**config.mk**
```make
export PLATFORM = sky130hd
export DESIGN_NAME = brsw_blend
export DESIGN_NICKNAME = d
export VERILOG_FILES = /design/src/hdl/brsw_pkg.sv /design/src/hdl/brsw_blend.sv
export SDC_FILE = /design/constraint.sdc
export NUM_CORES = 2
export LEC_CHECK = 0
export BUFFER_PORTS_ARGS = -buffer_cell sky130_fd_sc_hd__buf_2
export CAP_MARGIN = 20
export CORE_UTILIZATION = 35
export DETAILED_ROUTE_END_ITERATION = 6
export PLACE_DENSITY = 0.47
export SLEW_MARGIN = 30
export SYNTH_ARGS = -nofsm -noshare
export SYNTH_HDL_FRONTEND = slang
export SYNTH_SLANG_ARGS = --single-unit
export TNS_END_PERCENT = 50
```
**constraint.sdc**
```tcl
create_clock -name aclk -period 8.42 [get_ports aclk]
set_input_delay 0 -clock aclk [delete_from_list [all_inputs] [get_ports aclk]]
set_output_delay 0 -clock aclk [all_outputs]
set_load 0.1 [all_outputs]
```
**src/hdl/brsw_pkg.sv**
```systemverilog
// Package: shared constants and types for the bilinear rotate/shift warp core.
package brsw_pkg;

    localparam int ImgWidth   = 28;
    localparam int ImgHeight  = 28;
    localparam int PixelBits  = 16;
    localparam int Depth      = ImgWidth * ImgHeight;
    localparam int AddrBits   = $clog2(Depth);
    localparam int CoordBits  = 5;
    localparam int CfgIdxBits = 2;

    localparam logic [CfgIdxBits-1:0] REG_COS     = 2'd0;
    localparam logic [CfgIdxBits-1:0] REG_SIN     = 2'd1;
    localparam logic [CfgIdxBits-1:0] REG_SHIFT_X = 2'd2;
    localparam logic [CfgIdxBits-1:0] REG_SHIFT_Y = 2'd3;

    localparam logic MODE_STORE = 1'b0;
    localparam logic MODE_READ  = 1'b1;

    // centre in 8-fraction-bit units: (N-1)*128
    localparam int CenterX = (ImgWidth - 1) * 128;
    localparam int CenterY = (ImgHeight - 1) * 128;

    typedef struct packed {
        logic signed [15:0] cos_angle;
        logic signed [15:0] sin_angle;
        logic signed [13:0] shift_x;
        logic signed [13:0] shift_y;
    } cfg_t;

    // integer sample corner plus fractions, after the rotate stage
    typedef struct packed {
        logic signed [15:0] x0;
        logic signed [15:0] y0;
        logic [7:0]         ax;
        logic [7:0]         ay;
    } samp_t;

endpackage

```
**src/hdl/brsw_blend.sv**
```systemverilog
// Bilinear blend stages: horizontal then vertical interpolation.
module brsw_blend (
    input  logic                                aclk,
    input  logic                                en,
    input  logic [brsw_pkg::PixelBits-1:0]      p00,
    input  logic [brsw_pkg::PixelBits-1:0]      p01,
    input  logic [brsw_pkg::PixelBits-1:0]      p10,
    input  logic [brsw_pkg::PixelBits-1:0]      p11,
    input  logic [7:0]                          ax,
    input  logic [7:0]                          ay,
    output logic [brsw_pkg::PixelBits-1:0]      pix
);
    localparam int VB = brsw_pkg::PixelBits + 9;
    logic [VB-1:0] v0_reg, v1_reg;
    logic [8:0] ay_reg;
    logic [VB+8:0] acc;

    always_ff @(posedge aclk) begin
        if (en) begin
            v0_reg <= VB'(p00) * VB'(9'd256 - {1'b0, ax}) + VB'(p01) * VB'({1'b0, ax});
            v1_reg <= VB'(p10) * VB'(9'd256 - {1'b0, ax}) + VB'(p11) * VB'({1'b0, ax});
            ay_reg <= {1'b0, ay};
        end
    end

    assign acc = (VB+9)'(v0_reg) * (VB+9)'(9'd256 - ay_reg)
               + (VB+9)'(v1_reg) * (VB+9)'(ay_reg);

    always_ff @(posedge aclk) begin
        if (en) pix <= acc[brsw_pkg::PixelBits+15:16];
    end
endmodule

```
* Word level (Yosys, flattened, before mapping) *
Cells that the tools add are included.

word-level totals
  register bits after elaboration = 74
  bits in latches = 0
  bits in writable memories = 0
  bits in read-only memories = 0
  input port bits = 82
  output and inout bits = 16
  word-level logic and storage cells = 15
  memories = 0

cells by class
  $add $sub $neg = 5
  multiply operators = 6
  div/mod/pow operators = 0
  $lt $le $gt $ge = 0
  equality and inequality tests = 0
  shifts and indexed selects = 0
  mux-type cells = 0
  bitwise gates (word level) = 0
  reduce and logical (&&, ||, !) cells = 0

operators by type and width
  cell                  count
  $add 25x24->25        2
  $mul 16x8->24         2
  $add 32x32->32        1
  $mul 25x8->32         1
  $mul 26x10->32        1
  $mul 16x25->25        1
  $mul 17x10->25        1
  $sub 9x8->10 const A  2

* Logic depth before layout (Yosys ltp) *
  depth after elaboration = 3
  depth in mapped cells = 31
  mapped depth without buffers = 28

* Worst setup path after synthesis *
OpenSTA, ideal clock, no wires.

  path kind = reg-to-reg
  start = register ay_reg[0]
  end = register pix[13] in the netlist's numbering, data pin
  setup time = 0.257 ns
  arrival = 7.168 ns
  required time = 8.163 ns
  setup slack = 0.995 ns
  stages on the path, launching flop included = 28
  path buffers = 4
  clock period less this slack = 7.425 ns
  cells stage by stage = edfxtp_1 clkbuf_1 clkbuf_1 clkbuf_1 inv_1 ha_1 nand2_1 xor2_1 clkbuf_1 nand2_1 fa_1 fa_1 inv_1 fa_1 fa_1 fa_1 inv_1 fa_1 inv_1 ha_1 or4_1 a221o_1 a41o_1 a21o_1 a211oi_4 o21bai_1 a21o_1 xor2_1

on the way
  cells in the longest elaborated chain, start to end = 3
  elaborated cells between the ends (all ways) = 4
  classes of those cells = 2 x add/sub; 2 x mul

ends and longest elaborated chain
  item                    line              source
  start, declared         brsw_blend.sv:15  logic [8:0] ay_reg;
  start signal, assigned  brsw_blend.sv:22  ay_reg <= {1'b0, ay};
  $sub 9x8->10            brsw_blend.sv:26  assign acc = (VB+9)'(v0_reg) * (VB+9)'(9'd256 - ay_reg)
  $mul 26x10->32          brsw_blend.sv:26
  $add 32x32->32 *        brsw_blend.sv:27  + (VB+9)'(v1_reg) * (VB+9)'(ay_reg);
  via acc[29]             brsw_blend.sv:16  logic [VB+8:0] acc;
  end signal, assigned    brsw_blend.sv:30  if (en) pix <= acc[brsw_pkg::PixelBits+15:16];
  end, declared           brsw_blend.sv:11  output logic [brsw_pkg::PixelBits-1:0] pix

Mark *: on every way through the listed nets, which the timed path passes. The rest lies on a longest branch.
A chain may end at the register's enable or synchronous reset.

* Worst setup path in the final report *
  start = register ay_reg[3]
  end = register pix[9] in the netlist's numbering, data pin

The elaborated chain is that of the path after synthesis.

==> flow_summary.json <==
{
  "synth_cell_types": 50,
  "synth_edf_count": 74,
  "grt_max_degree": 58,
  "required_ns": 8.56,
  "cp-end-kind": "register",
  "dp_hpwl_mm": 71.5,
  "drtIter0Drc": 848,
  "dieArea_um2": 96600,
  "cts_root_buffer": "clkbuf_16",
  "async_reset_ff_share_pct": 0,
  "wirelength_mm": 82.1,
  "synth_top_family_by_area": "adder cells",
  "max_freq_mhz": 134,
  "wl_met1_mm": 41.2,
  "clk_pin_slew_ns": 0.09,
  "synthToLayoutAreaGrowth_pct": 6.79,
  "cts_tree": "yes",
  "wl_met2_mm": 37.4,
  "status": "finished clean",
  "drive_above_1_share_pct": 4.62,
  "antenna_found_initial": 6,
  "synth.net_count": 4775,
  "overflow": 0,
  "fin_crit_sh_pct": 88.4,
  "multiInputGateArea_um2": 27100,
  "finClkSkew_ns": 0.0287,
  "fp-row-count": 112,
  "yosysSeqAreaShare_pct": 6.66,
  "fillCellCount": 9768,
  "synth_xor_area_share_pct": 2.10,
  "synth_compound_area_share_pct": 2.59,
  "core_um2": 93900,
  "worst_pin_slew_ns": 0.856,
  "insertion_delay_ns": 0.39,
  "grt_usage_pct": 17.9,
  "hold_path.class": "in -> reg",
  "synth_cells": 3586,
  "cts_made_buffers": 9,
  "rsz0062_at_grt": "no",
  "postCtsHoldBufs": 8,
  "grt_pass1_wl_mm": 137,
  "drv_slew": 0,
  "hold_viol_final": 0,
  "gp_congestion": 0.805,
  "num-nets-final": 4798,
  "yosysWarnings": 0,
  "detailroute.wirelength.met3_mm": 2.82,
  "synth.ff_latch_count": 74,
  "synthMuxAreaShare_pct": 0.0300,
  "drtAntennaViolNets": 0,
  "post-route-min-period_ns": 7.45,
  "initial_core_util_pct": 35.6,
  "dr.pass1.iters": 5,
  "slew_headroom_pct": 43.0,
  "final-seq-area_um2": 2220,
  "crit_type": "reg -> reg",
  "critPathMaxFanout": 18,
  "io_buffers": 97,
  "vias_per_cell": 4.49,
  "wl_per_cell_um": 16.9,
  "finalSetupViolations": 0,
  "clockBufferDepth": 2,
  "cts-resized-gates": 0,
  "vias": 21900,
  "synth-main-ff-cell": "edfxtp_1",
  "finalSetupTns_ns": 0,
  "highest_layer": "met5",
  "fp.dieW_um": 311,
  "drc_errors": 0,
  "synth-simple-area-share_pct": 16.7,
  "diodes": 0,
  "drv_cap": 0,
  "clock_sinks": 74,
  "final_cell_mix": "inv_1, fa_1, and2_1",
  "cts_setup_buffers": 0,
  "avgSynthCellArea_um2": 9.31,
  "ios": 98,
  "worstPathArrival_ns": 7.59,
  "grt_pass1_vias": 24500,
  "die-height_um": 311,
  "cp-start-kind": "register",
  "synth_fa_ha_area_share_pct": 59.4,
  "cts-htree-levels": 3,
  "final_common_cell": "inv_1",
  "syn-cell-area_um2": 33400
}
-- layout make-up --
| class | instances | area share (%) |
|---|---|---|
| clock inverter | 6 | 0.0983 |
| sequential | 74 | 6.23 |
| tap | 1254 | 4.40 |
| inverter | 976 | 10.3 |
| multi-input combinational | 2402 | 75.9 |
| timing repair buffer | 146 | 2.46 |
| clock buffer | 9 | 0.632 |
-- cell usage after synthesis (3+ instances only) --
library cell,instances,area [um2]
a211oi_1,5,37.5
o21bai_1,7,52.6
nand3_1,8,40.0
a21o_1,24,180
a21oi_1,39,195
clkbuf_1,112,420
nor4_1,3,18.8
edfxtp_1,74,2220
ha_1,309,3870
nor2b_1,5,31.3
and3_1,6,37.5
fa_1,798,16000
o21a_1,8,60.1
o221ai_1,3,26.3
nand4_1,4,25.0
a31oi_1,7,43.8
or3_1,4,25.0
nor3_1,18,90.1
buf_1,22,82.6
o21ai_0,15,75.1
nand2b_1,4,25.0
xor2_1,19,166
nand2_1,441,1660
xnor2_1,61,534
nor2_1,33,124
and2_1,549,3430
inv_1,976,3660
o22ai_1,3,18.8
-- per-stage QoR --
step	utilization (%)	setup WS, ns	cell area, um2	instances	hold WS [ns]
floorplan	-	0.995	33400	3586	0.0989
global placement	37.6	0.875	35300	4844	0.181
detailed placement	37.6	0.825	35300	4844	0.181
CTS	38.0	0.843	35600	4867	0.0210
global route	38.0	0.441	35600	4867	0.0413
finish	38.0	0.973	35600	4867	0.0294
-- layer usage --
layer,track usage [%],vias up
met3,1.84,35
met4,2.16,8
li1,-,10300
met5,0,-
met1,26.3,11200
met2,29.1,276
-- logic make-up after synthesis --
group | Yosys count
buffers and inverters | 1110
adders and majority gates | 1107
muxes | 1
and+or+nand+nor | 1084
AOI/OAI and AO/OA | 130
xor gates and xnor gates | 80
DFF | 74
-- worst max-delay path, cell delays in order (launching register included) --
cell	delay (ns)
edfxtp_1	0.56
nor2_1	0.18
nor4b_1	0.32
xnor2_1	0.38
buf_4	0.36
and2_1	0.17
fa_1	0.40
inv_1	0.09
fa_1	0.42
fa_1	0.53
inv_1	0.06
fa_1	0.48
fa_1	0.49
inv_1	0.05
fa_1	0.48
inv_1	0.04
ha_1	0.28
a21o_1	0.16
a211oi_1	0.25
o2bb2ai_1	0.11
a41o_1	0.28
buf_4	0.18
a21oi_1	0.19
o21ai_1	0.13
a21oi_1	0.32
mux2i_1	0.22
nand3_1	0.09
-- final timing paths --
path | start | to | slack [ns] | depth (start not counted)
worst max-delay path | ay_reg[3] | pix[9] | 0.97 | 26
worst max register to register | ay_reg[3] | pix[9] | 0.97 | 26
worst min-delay path | en | pix[6] | 0.03 | 1
worst min register to register | v0_reg[24] | pix[15] | 1.24 | 4
Power is left out: the tool's default activity adds up to more than one toggle a clock period on the data nets, which glitch-free logic cannot reach.
