--- src/hdl/brsw_pkg.sv ---
// Package: shared constants and types for the bilinear rotate/shift warp core.
package brsw_pkg;

    localparam int ImgWidth   = 28;
    localparam int ImgHeight  = 28;
    localparam int PixelBits  = 16;
    localparam int Depth      = ImgWidth * ImgHeight;
    localparam int AddrBits   = $clog2(Depth);
    localparam int CoordBits  = 5;
    localparam int CfgIdxBits = 2;

    localparam logic [CfgIdxBits-1:0] REG_COS     = 2'd0;
    localparam logic [CfgIdxBits-1:0] REG_SIN     = 2'd1;
    localparam logic [CfgIdxBits-1:0] REG_SHIFT_X = 2'd2;
    localparam logic [CfgIdxBits-1:0] REG_SHIFT_Y = 2'd3;

    localparam logic MODE_STORE = 1'b0;
    localparam logic MODE_READ  = 1'b1;

    // centre in 8-fraction-bit units: (N-1)*128
    localparam int CenterX = (ImgWidth - 1) * 128;
    localparam int CenterY = (ImgHeight - 1) * 128;

    typedef struct packed {
        logic signed [15:0] cos_angle;
        logic signed [15:0] sin_angle;
        logic signed [13:0] shift_x;
        logic signed [13:0] shift_y;
    } cfg_t;

    // integer sample corner plus fractions, after the rotate stage
    typedef struct packed {
        logic signed [15:0] x0;
        logic signed [15:0] y0;
        logic [7:0]         ax;
        logic [7:0]         ay;
    } samp_t;

endpackage

--- src/hdl/brsw_rotate.sv ---
// Rotate/shift stages: pixel coordinate to integer corner and fractions.
module brsw_rotate (
    input  logic                                aclk,
    input  logic                                en,
    input  brsw_pkg::cfg_t                      cfg,
    input  logic [brsw_pkg::CoordBits-1:0]      col,
    input  logic [brsw_pkg::CoordBits-1:0]      row,
    output brsw_pkg::samp_t                     samp
);
    logic signed [15:0] xr, yr;
    logic signed [31:0] p_cx_reg, p_sy_reg, p_sx_reg, p_cy_reg;
    logic signed [33:0] rx, ry;
    logic signed [19:0] sx, sy;

    assign xr = $signed({3'b0, col, 8'b0}) - 16'(brsw_pkg::CenterX);
    assign yr = $signed({3'b0, row, 8'b0}) - 16'(brsw_pkg::CenterY);

    always_ff @(posedge aclk) begin
        if (en) begin
            p_cx_reg <= cfg.cos_angle * xr;
            p_sy_reg <= cfg.sin_angle * yr;
            p_sx_reg <= cfg.sin_angle * xr;
            p_cy_reg <= cfg.cos_angle * yr;
        end
    end

    assign rx = 34'(p_cx_reg) + 34'(p_sy_reg);
    assign ry = 34'(p_cy_reg) - 34'(p_sx_reg);
    assign sx = 20'(rx >>> 14) + 20'(brsw_pkg::CenterX) - 20'(cfg.shift_x);
    assign sy = 20'(ry >>> 14) + 20'(brsw_pkg::CenterY) - 20'(cfg.shift_y);

    always_ff @(posedge aclk) begin
        if (en) begin
            samp.x0 <= 16'(sx >>> 8);
            samp.y0 <= 16'(sy >>> 8);
            samp.ax <= sx[7:0];
            samp.ay <= sy[7:0];
        end
    end
endmodule

--- config.mk ---
export PLATFORM = sky130hd
export DESIGN_NAME = brsw_rotate
export DESIGN_NICKNAME = d
export VERILOG_FILES = /design/src/hdl/brsw_pkg.sv /design/src/hdl/brsw_rotate.sv
export SDC_FILE = /design/constraint.sdc
export NUM_CORES = 1
export LEC_CHECK = 0
export BUFFER_PORTS_ARGS = -buffer_cell sky130_fd_sc_hd__buf_2
export CORE_MARGIN = 2
export CORE_UTILIZATION = 65
export CTS_CLUSTER_SIZE = 28
export DETAILED_ROUTE_END_ITERATION = 6
export GPL_TIMING_DRIVEN = 0
export HOLD_SLACK_MARGIN = 0.05
export PLACE_DENSITY = 0.84
export SETUP_SLACK_MARGIN = 0.2
export SLEW_MARGIN = 20
export SYNTH_ARGS = -nofsm -noshare
export SYNTH_HDL_FRONTEND = slang
export SYNTH_SLANG_ARGS = --single-unit
--- constraint.sdc ---
create_clock -name aclk -period 7.55 [get_ports aclk]
set_input_delay 1.1325 -clock aclk [delete_from_list [all_inputs] [get_ports aclk]]
set_output_delay 1.1325 -clock aclk [all_outputs]
set_load 0.01 [all_outputs]
### Word level (Yosys, flattened, before mapping)

Cells that the tools add are included.

* logic and storage cells: 20
* output and inout bits: 48
* bits in registers: 160
* input bits: 72

* multiply operators: 4
* $add $sub $neg: 8

Operators by type and width (count)
* 16-bit by 14-bit multiplier with 30-bit output: 4
* 18-bit by 14-bit subtractor with 19-bit output: 2
* 17-bit by 13-bit adder with 18-bit output, second input constant: 2
* 30-bit by 30-bit adder with 31-bit output: 1
* 30-bit by 30-bit subtractor with 31-bit output: 1
* 13-bit by 12-bit subtractor with 14-bit output, second input constant: 2

### Depth between registers and ports, before layout

* depth in word-level cells: 3
* depth in mapped cells: 24

### Least setup slack after synthesis

OpenSTA, ideal clock, no wires.

* path kind: input port to flip-flop
* start: in col[1] in the netlist's numbering
* end: reg, netlist name p_cx_reg[29]
* path buffers: 2
* slack: 0.581 ns
* required time: 7.290 ns
* stages on the path: 22
* arrival time: 6.709 ns
* cells stage by stage: ha_1 a21o_1 clkbuf_1 clkbuf_1 nor2_1 fa_1 fa_1 inv_1 fa_1 fa_1 inv_1 ha_1 ha_1 ha_1 or3_4 or2_0 a31oi_1 o31ai_1 or4_1 a31o_1 a21oi_2 xnor2_1

* cells in the longest elaborated chain, start to end: 2

Ends and longest elaborated chain
* start: declaration: line brsw_rotate.sv:6 `input logic [brsw_pkg::CoordBits-1:0] col,`
* 13-bit by 12-bit subtractor with 14-bit output: line brsw_rotate.sv:15 `assign xr = $signed({3'b0, col, 8'b0}) - 16'(brsw_pkg::CenterX);`
* 16-bit by 14-bit multiplier with 30-bit output: line brsw_rotate.sv:20 `p_cx_reg <= cfg.cos_angle * xr;`

Every way passes these cells.
A chain may end at the register's enable or synchronous reset.

### Worst setup path in the final report

* start: in col[1] in the netlist's numbering
* end: reg, netlist name p_cx_reg[29]

* cells in the longest elaborated chain, start to end: 2

Ends and longest elaborated chain (line)
* 13-bit by 12-bit subtractor with 14-bit output: brsw_rotate.sv:15
* 16-bit by 14-bit multiplier with 30-bit output: brsw_rotate.sv:20

Every way passes these cells.

==> key figures <==
Floorplan
  • Core Region: 37,700 µm²
  • Die width: 200 µm
  • Die area: 39,900 µm²
  • FP Rows: 71
  • Io pins: 120
  • Starting Density: 66.1%
  • Die Ht: 200 µm

Finish
  • Nets: 3,626
  • Layout area overhead: 9.02%
  • Most common cell after layout, fill and taps aside: inv_1
  • Fill cells: 2,836
  • Share of layout cells above drive strength 1: 8.48%
  • Commonest non-fill, non-tap cells in the layout: inv_1 (593), ha_1 (447), fa_1 (334)
  • Largest register FFs: 38
  • Post-layout util: 72.1%

Yosys
  • Sequential-to-total area share from yosys stat: 15.4%
  • Post-synthesis mux area share: 0.0402%
  • Yosys cell types: 60
  • Synth Flop Type: edfxtp_1
  • Mapped Area: 24,900 µm²
  • Syn avg cell area: 9.49 µm²
  • Synth Area in XOR/XNOR: 5.24%
  • Fraction of registers with async set/reset: 0%
  • Synth Register Bits: 128
  • Largest family of logic cells by synthesized area: adder cells
  • Compound-Gate Fraction of Synth Area: 6.87%
  • Synthesized net count: 3,478
  • Post-Synth Simple-Gate Area: 12.7%
  • Ys Warns: 0
  • Adder-cell share of the synthesized area: 49.4%
  • Post-synth EDFFs: 128
  • Mapped Cells: 2,623

Worst setup path
  • CP Launch Type: input port
  • WS Path Type: input port to flop
  • Critical path endpoint category: flop
  • Arr. time, crit path: 7440 ps
  • Critical-path maximum fanout: 10
  • Critical Path RT: 7790 ps
  • Reg2Reg Depth: 20

Detailed routing
  • Post-DRT Antenna Nets: 0
  • DRC viols: 0
  • Via count: 18,500
  • Drt first pass iters: 5
  • Avg Vias per Cell: 5.61
  • Iteration-0 DRC Markers: 1,171
  • Wire per inst: 18.6 µm
  • Routed wire length: 61,400 µm

Timing
  • Slew Limit Headroom: 25.7%
  • Slew at the pin closest to its max-slew limit: 1120 ps
  • Setup violation total in the final timing report: 0
  • Minimum clock period: 7200 ps
  • Fin. Hold Viols: 0
  • RSZ-0062 raised after global routing: no
  • Post-route setup slack: 345 ps
  • Setup TNS: 0 ps
  • Final Cycle Share: 95.4%
  • Max-slew violation count: 0
  • Hold slack: 958 ps
  • Fmax: 0.139 GHz
  • Final Skew: 23.9 ps

GRT
  • Pin count of the biggest net entering global routing: 82
  • Fraction of met3 tracks used by global routing: 5.78%
  • GR Util met2: 54.7%
  • Met1 Usage GRT: 42.9%
  • Vias in the first global route: 19,800
  • Busiest layer in global routing: met2
  • Global route overflow: 0
  • First-pass GRT wire length: 100,000 µm
  • Total Routing Usage GR: 33.0%
  • Initial antenna violation count: 4

CTS
  • Hold buffers post-CTS: 0
  • Root buf cell: clkbuf_16
  • H-tree levels: 4
  • Reg clk slew, reported paths: 60 ps
  • Total CTS buffers: 17
  • Longest Clk Path Bufs: 2
  • TritonCTS clock tree: built
  • Clock Latency Late Sink: 470 ps
  • Sink Count: 128

Placed design
  • GP Congestion: 0.908
  • DPL Wire Length: 48,100 µm
  • Place WS: -1200 ps
  • Port Buffer Count: 119

Worst hold path
  • Worst Hold Class: input port to flop
  • Hold Crit Depth: 1

Outcome
  • Outcome: completed

Flow run
  • Max-cap violations: 0
==> final timing paths <==
| check | slack (ps) | startpoint | to |
|---|---|---|---|
| max | 350 | col[1] | p_cx_reg[29] |
| max reg2reg | 2270 | p_sx_reg[9] | samp[25] |
| min reg2reg | 1000 | p_cy_reg[15] | samp[1] |
| min | 960 | cfg[44] | p_cx_reg[7] |
==> area by class of cell <==
type	count	area, µm²	area share, %
inverters	595	2240	8.25
flip-flops and latches	128	3840	14.2
clock inverters	13	211	0.779
multi-input cells	1820	18700	68.7
plain buffers	80	399	1.47
diodes	8	20.0	0.0737
well taps	511	639	2.36
clock buffers	19	433	1.59
repair buffers	129	699	2.58
==> metrics by stage <==
step,cells,cell area [µm²]
3_3_place_gp,3253,26100
2_1_floorplan,2623,24900
3_5_place_dp,3254,26200
6_report,3303,27100
5_1_grt,3297,27100
4_1_cts,3291,27000
==> cells by family (layout without fill, tap and decap cells) <==
family,after synthesis,after routing
AO/OA/AOI/OAI,257,257
XOR/XNOR,149,149
buffers and inverters,675,836
adder cells (fa/ha/maj),783,783
multiplexers,1,1
other,0,8
flip-flops,128,128
AND/OR/NAND/NOR,630,630
==> worst max-delay path, stage by stage <==
cell and delay, ps:
buf_4 190, ha_4 190, a21o_1 110, clkbuf_4 190, clkbuf_8 220, nor2_2 60
fa_1 520, fa_1 540, inv_1 50, fa_1 550, inv_1 60, fa_1 520
fa_1 440, ha_1 210, ha_1 240, or3_4 410, or2_0 260, a31oi_2 290
o31ai_2 160, or4_1 460, a31o_1 250, a21oi_2 150, xnor2_1 210
==> Yosys cell counts (3+ instances only) <==
| master | n | area share [%] |
|---|---|---|
| nor2b_1 | 38 | 0.95 |
| nand2b_1 | 66 | 1.7 |
| nand3_1 | 24 | 0.48 |
| nand2_1 | 156 | 2.4 |
| clkbuf_1 | 69 | 1.0 |
| buf_4 | 10 | 0.30 |
| o21bai_1 | 16 | 0.48 |
| a21o_1 | 21 | 0.63 |
| nor2_1 | 136 | 2.0 |
| fa_1 | 334 | 27 |
| nand4_1 | 4 | 0.10 |
| a31oi_1 | 13 | 0.33 |
| o21a_1 | 23 | 0.69 |
| and3_1 | 8 | 0.20 |
| o21ai_0 | 33 | 0.66 |
| inv_1 | 595 | 9.0 |
| o211ai_1 | 5 | 0.15 |
| o2111ai_1 | 4 | 0.14 |
| a31o_2 | 9 | 0.32 |
| edfxtp_1 | 128 | 15 |
| xor2_1 | 29 | 1.0 |
| a21oi_1 | 69 | 1.4 |
| a21boi_0 | 3 | 0.090 |
| or3_1 | 7 | 0.18 |
| a211o_1 | 5 | 0.18 |
| a41o_1 | 3 | 0.12 |
| o31ai_1 | 5 | 0.15 |
| a211oi_1 | 16 | 0.48 |
| or2_2 | 4 | 0.10 |
| and2_1 | 151 | 3.8 |
| ha_1 | 449 | 23 |
| o21ai_1 | 9 | 0.18 |
| xnor2_1 | 120 | 4.2 |
| nor3_1 | 28 | 0.56 |
==> what timing repair did <==
action / 4_1_cts / 5_1_grt
buffers inserted: 5 / 4
resized for setup: 36 / 48
pin swaps: 1 / 2
setup endpoints to repair: 30 / 19
==> per-layer routing <==
layer,wire length (µm),vias to the layer above
met5,11,-
met4,2340,2
met3,4190,129
met2,29600,617
met1,25300,9217
li1,-,8579
Power is not shown: default switching activity piles up to over one toggle a cycle in this logic, so the estimate is an artifact.
